## src/design/sacl_pkg.sv

```systemverilog
`timescale 1ns / 1ps
package sacl_pkg;

  localparam int TAG_W   = 20;
  localparam int STAMP_W = 64;
  localparam int CNT_W   = 32;
  localparam int ADDR_W  = 32;

  typedef struct packed {
    logic               valid;
    logic               dirty;
    logic [TAG_W-1:0]   tag;
    logic [STAMP_W-1:0] stamp;
  } line_t;

  typedef enum logic [2:0] {
    ST_CLEAR,
    ST_IDLE,
    ST_LOOKUP,
    ST_SCAN,
    ST_COMMIT
  } state_t;

  function automatic logic [CNT_W-1:0] sat_inc(input logic [CNT_W-1:0] v);
    return (&v) ? v : v + 1'b1;
  endfunction

endpackage

```

## src/design/sacl_victim.sv

```systemverilog
`timescale 1ns / 1ps
module sacl_victim #(
  parameter int NUM_WAYS = 4,
  parameter int WAY_W    = 2
) (
  input  logic                          clk,
  input  logic                          rst_n,
  input  logic                          start,
  input  sacl_pkg::line_t [NUM_WAYS-1:0] row,
  output logic                          done,
  output logic [WAY_W-1:0]              way
);

  localparam logic [WAY_W-1:0] LAST_WAY = WAY_W'(NUM_WAYS - 1);

  logic                         busy_r;
  logic                         done_r;
  logic [WAY_W-1:0]             idx_r;
  logic [WAY_W-1:0]             way_r;
  logic [sacl_pkg::STAMP_W-1:0] oldest_r;
  logic [sacl_pkg::STAMP_W-1:0] cur_stamp;
  logic                         take;

  // oldest stamp wins; on ties the later way wins
  assign cur_stamp = row[idx_r].stamp;
  assign take      = (cur_stamp <= oldest_r);

  always_ff @(posedge clk) begin
    if (!rst_n) begin
      busy_r <= 1'b0;
      done_r <= 1'b0;
      idx_r  <= '0;
    end else begin
      done_r <= 1'b0;
      if (start) begin
        busy_r <= 1'b1;
        idx_r  <= '0;
      end else if (busy_r) begin
        if (idx_r == LAST_WAY) begin
          busy_r <= 1'b0;
          done_r <= 1'b1;
        end else begin
          idx_r <= idx_r + 1'b1;
        end
      end
    end
  end

  always_ff @(posedge clk) begin
    if (start) begin
      oldest_r <= '1;
      way_r    <= '0;
    end else if (busy_r && take) begin
      oldest_r <= cur_stamp;
      way_r    <= idx_r;
    end
  end

  assign done = done_r;
  assign way  = way_r;

endmodule

```

## config.mk

```make
export PLATFORM = sky130hd
export DESIGN_NAME = sacl_victim
export DESIGN_NICKNAME = d
export VERILOG_FILES = /design/src/design/sacl_pkg.sv /design/src/design/sacl_victim.sv
export SDC_FILE = /design/constraint.sdc
export NUM_CORES = 1
export LEC_CHECK = 0
export ABC_AREA = 1
export ABC_CLOCK_PERIOD_IN_PS = 3600
export BUFFER_PORTS_ARGS = -buffer_cell sky130_fd_sc_hd__buf_2
export CAP_MARGIN = 20
export CORE_AREA = 4 4 133 135
export DETAILED_ROUTE_END_ITERATION = 6
export DIE_AREA = 0 0 137 139
export GPL_ROUTABILITY_DRIVEN = 0
export GPL_TIMING_DRIVEN = 0
export PLACE_DENSITY_LB_ADDON = 0.25
export SYNTH_ARGS = -nofsm -noshare
export SYNTH_HDL_FRONTEND = slang
export SYNTH_SLANG_ARGS = --single-unit
```

## constraint.sdc

```tcl
create_clock -name clk -period 3.6 [get_ports clk]
set_input_delay 0.54 -clock clk [delete_from_list [all_inputs] [get_ports clk]]
set_output_delay 0.54 -clock clk [all_outputs]
set_load 0.05 [all_outputs]
```

==> results.cfg <==
[route]
wirelength_um = 22190
vias = 7368
first_pass_iters = 5
routedWlPerCell_um = 15.31
vias_per_cell = 5.085
drc = 0
drt-initial-drc-count = 423
ant_nets = 0

[global_routing]
use_met2_pct = 36.38
grtUsageMet1_pct = 29.18
busiest_layer = met2
first_global_vias = 6970
grt_pass1_wl_um = 33810
antenna_found_initial = 2
gr-usage-all-layers_pct = 22.15
overflow = 0
met3_usage_pct = 4.028
grt_max_degree = 12

[worst_setup_path]
crit_path_max_incr_delay_ns = 0.41
crit_arrival_ns = 3.53
reg2reg_from = idx_r[0]
cp_slowest_cell = dfxtp_4
startpoint = idx_r[0]
worstPathCellList = buf_8 > inv_1 > buf_6 > buf_2 > nor2_1 > o22ai_1 > ha_1 > nand2_1 > nor2_1 > nand4_1 > nor3_2 > nand4_2 > nand2_4 > nand2_4 > buf_2 > nand2_1 > nand3_1
cp-start-kind = flip-flop
end_kind = flip-flop
cp_max_fo = 10
crit_family = simple AND/OR/NAND/NOR gates
crit_type = flip-flop to flip-flop
required_ns = 3.80
path_buf_inv = 5

[clocking]
clk_path_buf_depth = 2
post-cts-setup-buffers = 0
cts_hold_buffers = 0
cts.htree.levels = 3
cts.clk_slew.worst_paths_ns = 0.06
clkLatencyLatePin_ns = 0.34
cts_tree = built
cts_root_buf = clkbuf_16
numCtsBuffers = 9
cts_sinks = 70

[floorplan]
die_x_um = 137
rows = 47
chipHeight_um = 139
initial_utilization_pct = 37.04
dieArea_mm2 = 0.01904
ioPinCount = 350
core_area_mm2 = 0.01647

[synthesis]
syn_nets = 1364
netlist_area_mm2 = 0.006098
avgSynthCellArea_um2 = 6.406
synth_top_area_cell = dfxtp_1
ys_async_sr_fraction_pct = 0
yosys-top-cells-count = 147 x nor2_1, 131 x o21ai_0, 130 x nand2_1
ys_seq_area_share_pct = 22.98
synth_top_area_share_pct = 22.98
synthTopCellsByArea = dfxtp_1 23%, ha_1 13%, o21ai_0 11%, nand3_1 9.4%, nor2_1 9.0%
yosys_most_used_dff = dfxtp_1
synth_seq_cells = 70
synthCells = 952
synth_most_common_cell = nor2_1
yosysWarnings = 0
yosys.cell_types.count = 30
synth_edf_count = 0

[finish]
antenna_cells = 0
final_core_util_pct = 49.01
drive_gt1_share_pct = 28.48
nNetsFinal = 1636
fin_cells = 1449
num-fill-cells = 1763
syn_to_final_growth_pct = 32.33

[sta]
period_share_pct = 92.38
max_slew_margin_pct = 59.53
hold_viol = 0
tns_ns = 0
rsz0062_at_grt = false
clock_skew_ns = 0.006670
min_period_ns = 3.326
holdWs_ns = 0.4221
worstMarginPinSlew_ns = 0.6071
report.final.slew_viol_count = 0
fmax_mhz = 300.7
setup_violations = 0

[place]
placed_cells = 1433
hpwl_um = 17360
placement.io_buffers = 261

[min_path]
hp-start = rst_n
hp-class = input pin to flip-flop

[power_and_ir_drop]
power.density_mw_per_mm2 = 348.9
power.total_mw = 2.816
power.leakage_nw = 4.514
vdd_drop_max_uv = 218.8

[run]
cap_violations = 0

[status]
status = finished clean
==> worst register-to-register path: cells and delay by family (launching register included) <==
| family | cells | cell delay [ns] |
|---|---|---|
| simple gates | 10 | 1.41 |
| buf+inv | 5 | 0.88 |
| flops | 1 | 0.41 |
| fa+ha+maj | 1 | 0.32 |
| compound gates | 1 | 0.16 |
==> layout make-up <==
cell class                      count  area, um2  share of cell area (%)
Clock buffer                       12      256.5                   3.178
Timing Repair Buffer              261       1306                   16.19
Sequential cell                    70       1405                   17.41
Inverter                           84      315.3                   3.907
Tap cell                          220      275.3                   3.411
Multi-Input combinational cell    728       4075                   50.50
Buffer                             70      391.6                   4.853
Clock inverter                      4      45.04                  0.5581
==> sequential cells by signal (all words and copies together), names as in the netlist <==
signal,count
oldest_r,64
way,2
idx_r,2
busy_r,1
done,1
==> repair_timing <==
action / CTS / global route
cloned: 0 / 0
pin swaps: 0 / 3
resized for setup: 13 / 30
setup endpoints to repair: 66 / 64
==> cells in the final DEF, fill, tap and decap left out, types with 3 or more instances in the layout <==
| cell | netlist | routed |
|---|---|---|
| clkbuf_4 | 0 | 4 |
| inv_2 | 3 | 4 |
| o21a_1 | 4 | 4 |
| o21ai_0 | 131 | 130 |
| o22ai_2 | 0 | 3 |
| ha_1 | 65 | 65 |
| clkbuf_2 | 0 | 5 |
| dfxtp_1 | 70 | 69 |
| nand2_1 | 130 | 130 |
| a21oi_1 | 33 | 33 |
| buf_4 | 3 | 5 |
| clkinv_2 | 0 | 3 |
| nor2_1 | 147 | 146 |
| nand4_1 | 5 | 5 |
| clkbuf_16 | 0 | 9 |
| o22ai_1 | 63 | 60 |
| clkbuf_1 | 44 | 35 |
| inv_1 | 81 | 80 |
| buf_2 | 19 | 276 |
| nand3_2 | 22 | 22 |
| nand3_1 | 114 | 114 |
==> stage by stage <==
stage	setup slack, ns	area, um2
CTS	0.03943	8010
floorplan	0.8422	6098
finish	0.2743	8070
global placement	-0.4252	7680
detailed placement	-0.4413	7680
global route	0.02034	8070
==> per-layer routing <==
layer | share of wire [%] | wire, um
met4 | 1.9 | 415
met2 | 45 | 9935
met5 | 0.12 | 26
met1 | 46 | 10120
met3 | 7.6 | 1686
==> report_power, final <==
part           total, mW  switching [mW]  internal [mW]
registers          0.908          0.0436          0.864
clock network      0.916           0.345          0.571
logic              0.991           0.576          0.416
total               2.82           0.965           1.85
==> logic make-up (layout without fill, tap and decap cells) <==
family / Yosys count / count (layout) / synth area share (%)
AOI/OAI and AO/OA: 236 / 236 / 21.01
adders and majority gates: 65 / 65 / 13.34
buffers and inverters: 154 / 431 / 10.77
DFF: 70 / 70 / 22.98
and+or+nand+nor: 427 / 427 / 31.90
==> worst paths after layout <==
kind / slack (ns) / depth (start not counted) / end
worst min-delay path: 0.42 / 2 / busy_r
worst max-delay path: 0.27 / 17 / oldest_r[45]
worst max register to register: 0.27 / 17 / oldest_r[45]
worst min register to register: 0.45 / 2 / oldest_r[17]
Power figures use the tool's default switching activity.
